--- config.mk ---
export PLATFORM = sky130hd
export DESIGN_NAME = clpm_ram
export DESIGN_NICKNAME = d
export VERILOG_FILES = /design/src/design/clpm_ram.sv
export SDC_FILE = /design/constraint.sdc
export NUM_CORES = 1
export LEC_CHECK = 0
export BUFFER_PORTS_ARGS = -buffer_cell sky130_fd_sc_hd__buf_2
export CAP_MARGIN = 20
export CORE_MARGIN = 2
export CORE_UTILIZATION = 54
export DETAILED_ROUTE_END_ITERATION = 12
export GPL_TIMING_DRIVEN = 1
export PLACE_DENSITY = 0.78
export SLEW_MARGIN = 20
export SYNTH_ARGS = -nofsm -noshare
export SYNTH_HDL_FRONTEND = slang
export SYNTH_SLANG_ARGS = --single-unit
--- constraint.sdc ---
create_clock -name clk -period 2.13 [get_ports clk]
set_clock_uncertainty 0.05 [all_clocks]
set_input_delay 0.213 -clock clk [delete_from_list [all_inputs] [get_ports clk]]
set_output_delay 0.213 -clock clk [all_outputs]
set_load 0.01 [all_outputs]
--- src/design/clpm_ram.sv ---
module clpm_ram #(
  parameter int WIDTH = 8,
  parameter int DEPTH = 64,
  localparam int AW = (DEPTH > 1) ? $clog2(DEPTH) : 1
) (
  input  logic             clk,
  input  logic             we,
  input  logic [AW-1:0]    waddr,
  input  logic [WIDTH-1:0] wdata,
  input  logic             re,
  input  logic [AW-1:0]    raddr,
  output logic [WIDTH-1:0] rdata
);

  logic [WIDTH-1:0] mem [DEPTH];

  always_ff @(posedge clk) begin
    if (we) begin
      mem[waddr] <= wdata;
    end
    if (re) begin
      rdata <= mem[raddr];
    end
  end

endmodule

# Word-level counts from Yosys, hierarchy flattened
# Memories as Yosys holds them, arrays and structs flattened. A register that Yosys moved wholly into a read port is not among the register bits.
# Cells that the tools add are included.
# word_totals
register_bits	0
ramBits	512
inputBits	23
output_inout_bits	8
elab_cells	3
mem_count	1
# classes
muxes	2
# mem_list
memory	words	width	read_ports	rd_ports_with_merged_regs	write_ports	line	text
mem	64	8	1	1	1	15	logic [WIDTH-1:0] mem [DEPTH];
# ops
op	n
2-to-1 mux 1 bit	2

# Depth between registers and ports, before layout
# logic_depth
depth_word	2
mapped_depth	9
ltp_nobuf	5

# Worst setup path after synthesis
# OpenSTA, ideal clock, no wires.
# synth_timing
path_type	input to register
start	input port raddr[1]
end	register rdata[3] (read register of mem) (data pin)
setup_time_ns	0.266
arrival_time_ns	1.753
required_ns	1.814
setup_slack_ns	0.061
cell_stages	7
n_path_buf	3
path_cell_list	buf_4 > buf_2 > buf_2 > mux4_2 > mux4_2 > o21ai_1 > o41ai_1
# synth_rtl
item	line	text
start: declaration	11	input logic [AW-1:0] raddr,
end: declaration	12	output logic [WIDTH-1:0] rdata

==> results_tabular.tex <==
\begin{tabular}{lr}
\hline
Metric & Value \\
\hline
\multicolumn{2}{l}{\textbf{Run status}} \\
Outcome & completed \\
\multicolumn{2}{l}{\textbf{Yosys}} \\
Mean post-synth cell area & around 22 um\^{}2 \\
\#FFs+latches synth & between 500 and 600 \\
Total nets after synthesis & between 900 and 1000 \\
Area of the mapped netlist & 20250 um\^{}2 \\
YS warnings & 0 \\
Top cells by instance count after synthesis & 520 x edfxtp\_1, 126 x mux4\_2, 83 x nor2\_1 \\
Top-count cell post-synth & edfxtp\_1 \\
Dominant cell type by area after synthesis & edfxtp\_1 \\
Post-synth EDFFs & 520 \\
Most used DFF post-synth & edfxtp\_1 \\
Share of async-settable or async-resettable flops after synthesis & 0\% \\
Number of standard cells after synthesis & 940 \\
Synth cell types & 39 \\
Share of the synthesized area in the top cell type & $\sim$77\% \\
Top cells by area in the synthesized netlist & edfxtp\_1 77\%, mux4\_2 14\%, nor2\_1 1.5\% \\
Proportion of synthesized chip area in sequential cells & slightly below 80\% \\
\multicolumn{2}{l}{\textbf{Floorplanning}} \\
Core area & approximately 37000 um\^{}2 \\
Number of cell rows & 70 \\
Horiz. Die Dim & 197.6 um \\
Initial core utilization & a little under three fifths \\
Top-Level Pins & 31 \\
Overall die area & approximately 39000 um\^{}2 \\
Y dimension of the die & roughly 200 um \\
\multicolumn{2}{l}{\textbf{Clock tree}} \\
Clock tree from TritonCTS & built \\
Post-CTS Setup Inserts & 0 \\
Number of buffers on the longest clock path & 3 \\
Number of clock sinks & 520 \\
Clock Root Buffer & clkbuf\_16 \\
Worst-path clk slew & roughly 0.060 ns \\
Total number of H-tree levels & 2 \\
TritonCTS buffer count & 50 \\
Worst-Skew Late Latency & 0.57 ns \\
\multicolumn{2}{l}{\textbf{Detailed routing}} \\
Number of routed nets with antenna violations & 0 \\
Amount of wire on met3 after detailed routing & 4.788 mm \\
Residual DRC & 0 \\
DRT Pass-1 Iters & 5 \\
WL met1 & 17.14 mm \\
Total vias in the final route & between 10000 and 15000 \\
Ratio of routed vias to standard cells & around 6.4 \\
Topmost layer with routed signal wires & met5 \\
Mean routed wirelength per cell & roughly 28 um \\
Met2 WL & 22.78 mm \\
Total Wirelength & about 46 mm \\
Drt first-iter violations & between 1000 and 1500 \\
\multicolumn{2}{l}{\textbf{Layout}} \\
Layout cells sized above 1 & between 30 and 40\% \\
Share of the core filled with cells & 64.36\% \\
Nets & 1144 \\
Growth of design area from synthesis to finish & 16.93\% \\
Final design instance area without fill & approximately 24000 um\^{}2 \\
\multicolumn{2}{l}{\textbf{Setup path}} \\
Arrival time of data at the critical path endpoint & approximately 2.4 ns \\
CP dominant cell by count & mux4\_2 \\
Delay of the slowest critical-path stage & 0.48 ns \\
Cell class contributing the biggest share of worst-path delay & multiplexers \\
Startpoint Class & flip-flop \\
Slowest cell on the critical path & mux4\_2 \\
Req. time, crit path & 2.40 ns \\
Worst path cell trace & mux4\_2 > mux4\_2 > nor2\_1 > nor3\_1 > o2bb2ai\_1 \\
Critical Path End Type & flip-flop \\
Buffers and inverters on the worst path & 0 \\
Crit Path Max Fanout & 1 \\
Crit Path Class & reg -> reg \\
\multicolumn{2}{l}{\textbf{Power and ir drop}} \\
Standby leakage power & 7.735 nW \\
Total power density per cell area & 903.3 nW/um\^{}2 \\
Total Power Consumption & $\sim$21 mW \\
Worst vdd ir & 0.5309 mV \\
\multicolumn{2}{l}{\textbf{Timing}} \\
Relative max-transition margin & a little over half \\
Highest clock rate & between 400 and 500 MHz \\
Fin. max-slew vios & 0 \\
Minimum clock period & around 2.1 ns \\
Final hold violation count & 0 \\
Least-Margin Pin Slew & approximately 0.69 ns \\
Final setup violation count & 0 \\
Part of the cycle the worst path needs & between 90\% and 100\% \\
\multicolumn{2}{l}{\textbf{Global route}} \\
Overflow left after global routing & 0 \\
Maximum number of pins on one net before global-route repair & 65 \\
GRT Total Usage & around 24\% \\
Number of global-route vias before repair & 10550 \\
Initial antenna violation count & 3 \\
Global-route wire length before repair & approximately 69 mm \\
\multicolumn{2}{l}{\textbf{Place}} \\
Final weighted congestion in routability-driven placement & 0.8295 \\
Placed cell areas & between 20000 and 25000 um\^{}2 \\
Placed wire-length estimate & 28.75 mm \\
Count of buffers from port buffering & 30 \\
\multicolumn{2}{l}{\textbf{Hold path}} \\
Worst min-delay path class & in -> reg \\
\multicolumn{2}{l}{\textbf{Flow run}} \\
Max-capacitance violation count & 0 \\
\hline
\end{tabular}
-- routing by layer --
metal	GRT usage, %	up-vias
met4	9.050	6
li1	-	4309
met5	0.5109	-
met3	5.737	134
met2	39.32	644
met1	33.05	5336
-- worst paths after layout --
check	startpoint	cells after the start	end	slack (ns)
max reg2reg	mem[9][2]	5	rdata[2]	0.04
max	mem[9][2]	5	rdata[2]	0.04
min	wdata[7]	1	mem[38][7]	0.03
min reg2reg	mem[22][2]	4	rdata[2]	0.86
-- sequential cells by signal, summed over array words and instances, names as in the netlist --
name,count
rdata,8
mem,512
-- power breakdown --
| part | switching (mW) | leakage [nW] | total (mW) | internal [mW] |
|---|---|---|---|---|
| clock | 3.68 | 0.807 | 8.82 | 5.14 |
| sequential | 0.0295 | 4.69 | 11.4 | 11.3 |
| combinational | 0.692 | 2.24 | 1.19 | 0.495 |
| total | 4.40 | 7.73 | 21.4 | 17.0 |
-- repair_timing --
action                     4_1_cts  5_1_grt
pin swaps                        2        1
hold buffers                     1        0
hold endpoints to repair         8        0
resized for setup                6        7
setup endpoints to repair        3        5
-- metrics by stage --
step | hold slack (ns) | cells | setup WS (ns) | TNS [ns]
global placement | 0.5817 | 1536 | -0.3859 | -2.342
global route | 0.04060 | 1630 | -0.01047 | -0.01362
floorplan | 0.2619 | 940 | 0.06065 | 0
detailed placement | 0.5735 | 1536 | -0.4137 | -2.735
finish | 0.03138 | 1630 | 0.04063 | 0
CTS | 0.02781 | 1629 | 0.01031 | 0
-- cells in the final DEF (no fill, tap or decap), types with 8 or more instances in the layout --
cell,Yosys,routed
o22ai_1,8,8
clkbuf_1,17,10
nor2b_1,14,14
nor2_1,83,82
nand3_1,13,13
buf_2,11,27
buf_4,13,137
edfxtp_1,520,520
o221ai_1,8,8
clkinv_2,0,12
mux4_2,126,126
buf_12,2,13
mux2_2,13,12
mux2i_1,23,23
clkbuf_16,0,53
nand2_1,19,19
-- area by class of cell --
cell class / count / area [um^2]
Clock inverter: 29 / 277.8
Clock buffer: 63 / 1364
Tap cell: 468 / 585.6
Fill cell: 2329 / 13110
Multi-Input combinational cell: 369 / 4372
Sequential cell: 520 / 15620
Timing Repair Buffer: 180 / 1459
Antenna cell: 1 / 2.502
-- cells by family (layout without fill, tap and decap cells) --
| kind of cell | count (synthesis) | in the layout | synth area share [%] |
|---|---|---|---|
| mux | 162 | 162 | 15.88 |
| simple gates | 153 | 153 | 3.374 |
| buf+inv | 51 | 272 | 1.563 |
| other cells | 0 | 1 | 0 |
| flops | 520 | 520 | 77.12 |
| compound gates | 54 | 54 | 2.064 |
No activity file was read; power rests on OpenSTA's default activity.
