$ cat config.mk
export PLATFORM = sky130hd
export DESIGN_NAME = clpm_match
export DESIGN_NICKNAME = d
export VERILOG_FILES = /design/src/design/clpm_pkg.sv /design/src/design/clpm_match.sv
export SDC_FILE = /design/constraint.sdc
export NUM_CORES = 1
export LEC_CHECK = 0
export ABC_CLOCK_PERIOD_IN_PS = 5800
export BUFFER_PORTS_ARGS = -buffer_cell sky130_fd_sc_hd__buf_2
export CORE_AREA = 4 4 164 166
export DETAILED_ROUTE_END_ITERATION = 16
export DIE_AREA = 0 0 168 170
export PLACE_DENSITY = 0.58
export SETUP_SLACK_MARGIN = 0.05
export SLEW_MARGIN = 40
export SYNTH_ARGS = -nofsm -noshare
export SYNTH_HDL_FRONTEND = slang
export SYNTH_SLANG_ARGS = --single-unit
$ cat constraint.sdc
create_clock -name vclk -period 5.8
set_clock_uncertainty 0.05 [all_clocks]
set_input_delay 0.58 -clock vclk [all_inputs]
set_output_delay 0.58 -clock vclk [all_outputs]
set_load 0.01 [all_outputs]
$ cat src/design/clpm_pkg.sv
package clpm_pkg;

  localparam int TABLE_ENTRIES_DEFAULT = 64;
  localparam int ADDR_BITS = 16 * 8;
  localparam int V4_PREFIX_OFFSET = 96;
  localparam logic [31:0] V4_MAPPED_MARK = 32'h0000_ffff;

  localparam logic [1:0] CMD_CLEAR  = 2'd0;
  localparam logic [1:0] CMD_INSERT = 2'd1;
  localparam logic [1:0] CMD_LOOKUP = 2'd2;

  localparam logic [1:0] ST_OK        = 2'd0;
  localparam logic [1:0] ST_NOT_FOUND = 2'd1;
  localparam logic [1:0] ST_DUP       = 2'd2;
  localparam logic [1:0] ST_FULL      = 2'd3;

  typedef struct packed {
    logic [63:0] addr_high;
    logic [63:0] addr_low;
    logic [7:0]  prefix;
    logic [31:0] row;
  } entry_t;

  localparam int ENTRY_W = $bits(entry_t);

  typedef struct packed {
    logic        insert;
    logic [63:0] key_high;
    logic [63:0] key_low;
    logic [7:0]  key_prefix;
  } match_req_t;

  typedef struct packed {
    logic        hit;
    logic [63:0] masked_high;
    logic [63:0] masked_low;
  } match_rsp_t;

endpackage

$ cat src/design/clpm_match.sv
module clpm_match (
  input  clpm_pkg::match_req_t req,
  input  clpm_pkg::entry_t     entry,
  output clpm_pkg::match_rsp_t rsp
);
  import clpm_pkg::*;

  logic [7:0]           mask_prefix;
  logic [ADDR_BITS-1:0] mask;
  logic [ADDR_BITS-1:0] masked;

  // insert masks by its own prefix, lookup by the stored entry's prefix
  assign mask_prefix = req.insert ? req.key_prefix : entry.prefix;
  assign mask = ~({ADDR_BITS{1'b1}} >> mask_prefix);
  assign masked = {req.key_high, req.key_low} & mask;

  always_comb begin
    rsp.masked_high = masked[ADDR_BITS-1:64];
    rsp.masked_low = masked[63:0];
    rsp.hit = (masked == {entry.addr_high, entry.addr_low}) &&
              (!req.insert || (entry.prefix == req.key_prefix));
  end

endmodule

# [Yosys cells after proc, flatten, opt, wreduce, memory -nomap -nowiden]
# Index checks and enable logic that the tools add are counted.
[op_classes] n_eq_ne=2 reduce_logical=3 n_bitwise=2 n_mux=1 n_shift=1
[op_table] cell="AND 128 bit" count=1
[op_table] cell="equality test 128 bit" count=1
[op_table] cell="inverter 128 bit" count=1
[op_table] cell="right shift 128 x 8 -> 128 bit (first input constant)" count=1
[op_table] cell="equality test 8 bit" count=1
[op_table] cell="two-way mux 8 bit" count=1
[op_table] cell="logical AND 1 bit" count=1
[op_table] cell="zero test 1 bit" count=1
[op_table] cell="logical OR 1 bit" count=1
[word_totals] inputBits=305 output_inout_bits=129 word_cells=9 ff_bits=0

# [Longest topological paths before layout]
# Gate-level depths: netlist of run 1.
[depth] depth_word=6 depth_mapped=13 mapped_depth_nobuf=8

# [Worst setup path after synthesis of run 1]
# OpenSTA, ideal clock, no wires.
[synth_timing] path_type="in2out" startpoint="input entry[35] (netlist name)" endpoint="output rsp[128] (netlist name)" t_required_ns=5.170 path_stages=10 arrival_ns=3.072 setup_slack_ns=2.098 cell_sequence="buf_2 buf_1 nand2_1 a221oi_1 nor2_1 a211oi_1 xnor2_1 nand3_1 or4_1 nor4_2"
[synth_rtl] item="from (decl)" line="clpm_match.sv:3" rtl="input clpm_pkg::entry_t entry,"
[synth_rtl] item="to (decl)" line="clpm_match.sv:4" rtl="output clpm_pkg::match_rsp_t rsp"

==> results by group, run 1 <==
Setup path
  – Crit path depth: 13
  – Worst setup startpoint: req[136]
  – Worst EP arrival: 4650 ps
  – Worst Setup End Kind: output pin
  – Top cell by count, worst path: buf_4
  – Slowest CP cell: a2111oi_0
  – Worst EP required: 5170 ps
  – CP max FO: 45
  – Critical path class: input pin to output pin
  – Crit path launch type: input pin
  – Critical path buffers and inverters: 5
  – Critical Path Max Stage Delay: 520 ps
  – Cells along the critical path: buf_2 -> buf_4 -> or4b_1 -> and2_1 -> o21ai_1 -> nor3_1 -> a2111oi_0 -> buf_4 -> nand4_1 -> buf_4 -> or4_1 -> nor4_2 -> buf_2
  – Cell family with most CP delay: simple AND/OR/NAND/NOR gates

Power and ir drop
  – Power density over the cells: 107 nW/um2
  – Worst VDD drop: 0.0000363 V
  – Tot Pwr: 879 uW
  – Pleak: 4.04 nW

Route
  – 1st-pass router iterations: 7
  – Via/cell ratio: 6.01
  – Total Routed Length: 51,700 um
  – Via count: 9,738
  – Drt first-iter violations: 1,202
  – Drc violations: 0
  – ANT nets after route: 0
  – Drt wl/cell: 31.9 um

Synth
  – Synth Area in Compound Gates: 45.8%
  – Register area share after synthesis: 0%
  – Post-synthesis mux area share: 2.45%
  – Largest area contributor in the netlist: inv_1
  – Net Count, Synth: 1,167
  – Post-Synth Adder-Cell Area: 0%
  – Syn Inst Count: 862
  – Largest family of logic cells by synthesized area: compound AO/OA/AOI/OAI gates
  – Xor/xnor share of the synthesized area: 6.74%
  – Yosys top cell area share: 5.57%
  – Mapped Area: 5460 um2
  – Syn Area/Cell: 6.33 um2
  – Synth warn: 0
  – Largest cells by area after synthesis: inv_1 5.6%, a21oi_1 4.8%, xnor2_1 4.7%
  – Post-synth cell types: 91
  – Synth Area in Simple Gates: 34.3%

Hold path
  – Hold crit path type: input pin to output pin
  – Worst hold stages: 3
  – Hold path start: req[115]

Timing
  – Slew @ Worst Pin: 850 ps
  – Post-layout minimum cycle time: 5280 ps
  – Fin. max-slew vios: 0
  – Max-slew headroom: 43.2%
  – Setup_tns: 0 ps
  – Final Hold Fails: 0
  – RSZ-0062 raised after global routing: false
  – Final Setup Violations: 0
  – Final worst slack: 518 ps
  – Final period util: 91.1%
  – Fmax: 189 MHz
  – Hold WS: 1430 ps

Cells and area
  – Commonest non-fill, non-tap cell in the layout: buf_2
  – Proportion of layout cells with a drive suffix above 1: 40.2%
  – Clock buffers: 0
  – Final core utilization: 32.2%
  – Reg area: 0 um2
  – Most frequent cells in the layout: 402 x buf_2, 81 x inv_1, 76 x buf_4
  – Area Overhead vs Synth: 51.1%
  – Sequential cell count: 0
  – Final net count: 1,590

Clock network
  – Post-CTS Resized: 0
  – Cts hold-fix bufs: 0
  – Post-CTS setup buffers: 0

Floorplan
  – Chip Height: 170 um
  – Core area: 25,600 um2
  – Starting Density: 21.3%
  – Cell row count: 59
  – Die Area: 28,600 um2
  – DIE WIDTH: 168 um
  – I/O Pins: 434

GRT
  – GRT overflow: 0
  – Total GRT Usage: 33.4%
  – Global-route wire length before repair: 70,100 um
  – Initial antenna violation count: 2
  – Pin count of the biggest net entering global routing: 51
  – Vias in the first global route: 9,458

Place
  – Input/output buffers: 402
  – Detailed Place HPWL: 43,800 um
  – Worst slack, placed: 647 ps
  – GP Congestion: 1.00

Status
  – Status: complete, no violations

Run
  – Reported max-cap violation count: 0
[tightest hold or removal path: stages]
cell and delay, ps:
buf_2 90, and2_1 110, buf_2 120
[per-layer routing]
metal  vias up  global-route usage, %  wire length, um
met2       771                   55.9            23600
li1       4174                      -                -
met4         2                   6.28             1360
met5         -                      0               12
met3        83                   8.13             6100
met1      4708                   44.1            20600
[cells by family after synthesis]
| kind of cell | after synthesis |
|---|---|
| compound gates | 341 |
| mux | 12 |
| xor+xnor | 42 |
| buf+inv | 140 |
| simple gates | 327 |
[area by class of cell]
class                      count  area, um2
multi-input combinational    722       4900
timing repair buffer         480       2620
antenna                        1       2.50
fill                        2976      17400
inverter                      81        304
tap                          335        419
[metrics by stage]
stage	std cells	area, um2
detailed placement	1618	8250
CTS	1618	8250
global route	1618	8250
floorplan	862	5460
global placement	1618	8240
finish	1619	8250
[where the power goes]
group / internal (mW) / switching (mW) / total (mW) / leakage (nW)
clock: 0.0000000231 / 0 / 0.0000000231 / 0.00000634
sequential: 0 / 0 / 0 / 0
combinational: 0.321 / 0.558 / 0.879 / 4.04
total: 0.321 / 0.558 / 0.879 / 4.04
[final timing paths]
| kind | endpoint | slack, ps |
|---|---|---|
| max | rsp[128] | 520 |
| min | rsp[107] | 1430 |
[synthesized netlist by cell type (17+ instances only)]
cell type / count
a211oi_1: 17
a21boi_0: 24
a21oi_1: 52
buf_2: 26
clkbuf_1: 18
inv_1: 81
nand2_1: 58
nand2b_1: 23
nand3_1: 34
nand4_1: 25
nor2_1: 51
nor2b_1: 19
o211ai_1: 24
o21a_1: 25
o21ai_0: 38
o22ai_1: 17
xnor2_1: 29
No activity file was read; power rests on OpenSTA's default activity.
==> inputs of run 2 (changes only) <==
--- a/config.mk
+++ b/config.mk
@@ -7,10 +7,11 @@
 export LEC_CHECK = 0
 export ABC_CLOCK_PERIOD_IN_PS = 5800
 export BUFFER_PORTS_ARGS = -buffer_cell sky130_fd_sc_hd__buf_2
-export CORE_AREA = 4 4 164 166
+export CORE_AREA = 4 4 167 169
 export DETAILED_ROUTE_END_ITERATION = 16
-export DIE_AREA = 0 0 168 170
-export PLACE_DENSITY = 0.58
+export DIE_AREA = 0 0 171 173
+export PLACE_DENSITY = 0.57
+export REMOVE_ABC_BUFFERS = 1
 export SETUP_SLACK_MARGIN = 0.05
 export SLEW_MARGIN = 40
 export SYNTH_ARGS = -nofsm -noshare
==> run 2 against run 1 <==
Effect of this change: count of clock-buffer cells in the layout stayed put; critical path depth is 1 lower; via count is 2.1% lower; fmax is 1.8% higher; combinational power is 1% lower; first-iteration DRC count is 20% higher; sequential share of layout area stayed put; utilization is 1.6 points lower; critical path type unchanged; highest routed layer unchanged.
==> results by group, run 2 (synthesis results as in run 1) <==
Power and ir drop
  – Worst VDD drop: 0.0000348 V
  – Comb power frac: 100.0%
  – Pleak: 3.96 nW
  – P_sw: 555 uW
  – Power density over the cells: 106 nW/um2
  – Tot Pwr: 866 uW
  – Sequential Power Share: 0%
  – Pint: 311 uW
  – Sw Share: 64.1%
  – Clock network power share: 0%

Floorplan
  – DIE WIDTH: 171 um
  – I/O Pins: 434
  – Chip Height: 173 um
  – Starting Density: 20.5%
  – Core area: 26,600 um2
  – Die Area: 29,600 um2
  – Cell row count: 60

Timing
  – Fin. max-slew vios: 0
  – Fmax: 193 MHz
  – Max-slew headroom: 42.4%
  – Setup_tns: 0 ps
  – RSZ-0062 raised after global routing: false
  – Final period util: 89.5%
  – Final Hold Fails: 0
  – Final worst slack: 610 ps
  – Slew @ Worst Pin: 840 ps
  – Post-layout minimum cycle time: 5190 ps
  – Final Setup Violations: 0

Cells and area
  – Area occupied by multi-input gates: 4900 um2
  – Area Overhead vs Synth: 49.2%
  – Reg area: 0 um2
  – Commonest non-fill, non-tap cell in the layout: buf_2
  – Most frequent cells in the layout: 402 x buf_2, 81 x inv_1, 58 x nand2_1, 58 x buf_4, 52 x a21oi_1
  – FILL cells: 3,153
  – Clock buffers: 0
  – Final net count: 1,573
  – Sequential cell count: 0
  – Proportion of layout cells with a drive suffix above 1: 39.4%
  – Final core utilization: 30.7%

GRT
  – Pin count of the biggest net entering global routing: 40
  – Initial antenna violation count: 2
  – Total GRT Usage: 32.1%
  – Global-route wire length before repair: 69,600 um
  – GRT overflow: 0
  – Vias in the first global route: 9,348

Route
  – Drt wl/cell: 31.8 um
  – Drc violations: 0
  – Via/cell ratio: 5.93
  – ANT nets after route: 0
  – 1st-pass router iterations: 6
  – Total Routed Length: 51,200 um
  – Via count: 9,535
  – Drt first-iter violations: 1,437

Setup path
  – Worst setup startpoint: req[136]
  – Critical path class: input pin to output pin
  – Worst EP arrival: 4560 ps
  – Top cell by count, worst path: buf_2
  – Critical Path Max Stage Delay: 630 ps
  – Worst EP required: 5170 ps
  – Crit path launch type: input pin
  – Worst Setup End Kind: output pin
  – CP max FO: 39
  – Cells along the critical path: buf_2 -> buf_12 -> mux2i_1 -> nand3_1 -> buf_4 -> o21ai_0 -> nor2_1 -> a211oi_1 -> nand4_1 -> or4_1 -> nor4_2 -> buf_2
  – Slowest CP cell: mux2i_1

Place
  – Detailed Place HPWL: 43,400 um
  – Input/output buffers: 402
  – GP Congestion: 1.04
  – Worst slack, placed: 781 ps

Hold path
  – Hold crit path type: input pin to output pin
  – Hold path start: req[75]

Run
  – Reported max-cap violation count: 0

Status
  – Status: complete, no violations

Clock network
  – Post-CTS Resized: 0
  – Cts hold-fix bufs: 0
  – Post-CTS setup buffers: 0
## run 2: worst max-delay path: cells and delay by family
kind	cells	cell delay, ps
muxes	1	630
buffers and inverters	4	1030
and+or+nand+nor	5	1450
AOI/OAI and AO/OA	2	820
## run 2: area by class of cell
type               instances  share of cell area (%)
multi-input cells        722                    60.2
repair buffers           463                    30.8
well taps                341                    5.24
inverters                 81                    3.73
diodes                     2                  0.0614
## run 2: path summary, 6_finish.rpt
path / cells after the start / to
hold / removal: 3 / rsp[67]
setup / recovery: 12 / rsp[128]
## run 2: metrics by stage
| step | area [um2] | std cells | hold slack [ps] |
|---|---|---|---|
| after floorplan | 5180 | 803 | 1200 |
| after global placement | 8130 | 1607 | 1430 |
| after detailed placement | 8140 | 1607 | 1430 |
| after CTS | 8140 | 1607 | 1430 |
| after global routing | 8140 | 1608 | 1450 |
| final | 8150 | 1609 | 1430 |
## run 2: power by group through the flow
| stage | clock network (mW) | registers (mW) | logic, mW |
|---|---|---|---|
| 4_1_cts | 0 | 0 | 0.844 |
| 6_report | 0.000000000181 | 0 | 0.866 |
| 3_3_place_gp | 0 | 0 | 0.840 |
| 5_1_grt | 0.0000000231 | 0 | 0.902 |
| 3_5_place_dp | 0 | 0 | 0.840 |
| 2_1_floorplan | 0 | 0 | 0.356 |
## run 2: layer usage
metal / vias to the layer above / GRT usage, % / share of wire, %
met4: 2 / 10.7 / 4.5
met2: 723 / 50.5 / 44
met3: 109 / 5.94 / 9.7
met5: - / 0 / 0.025
met1: 4571 / 43.9 / 42
li1: 4130 / - / -
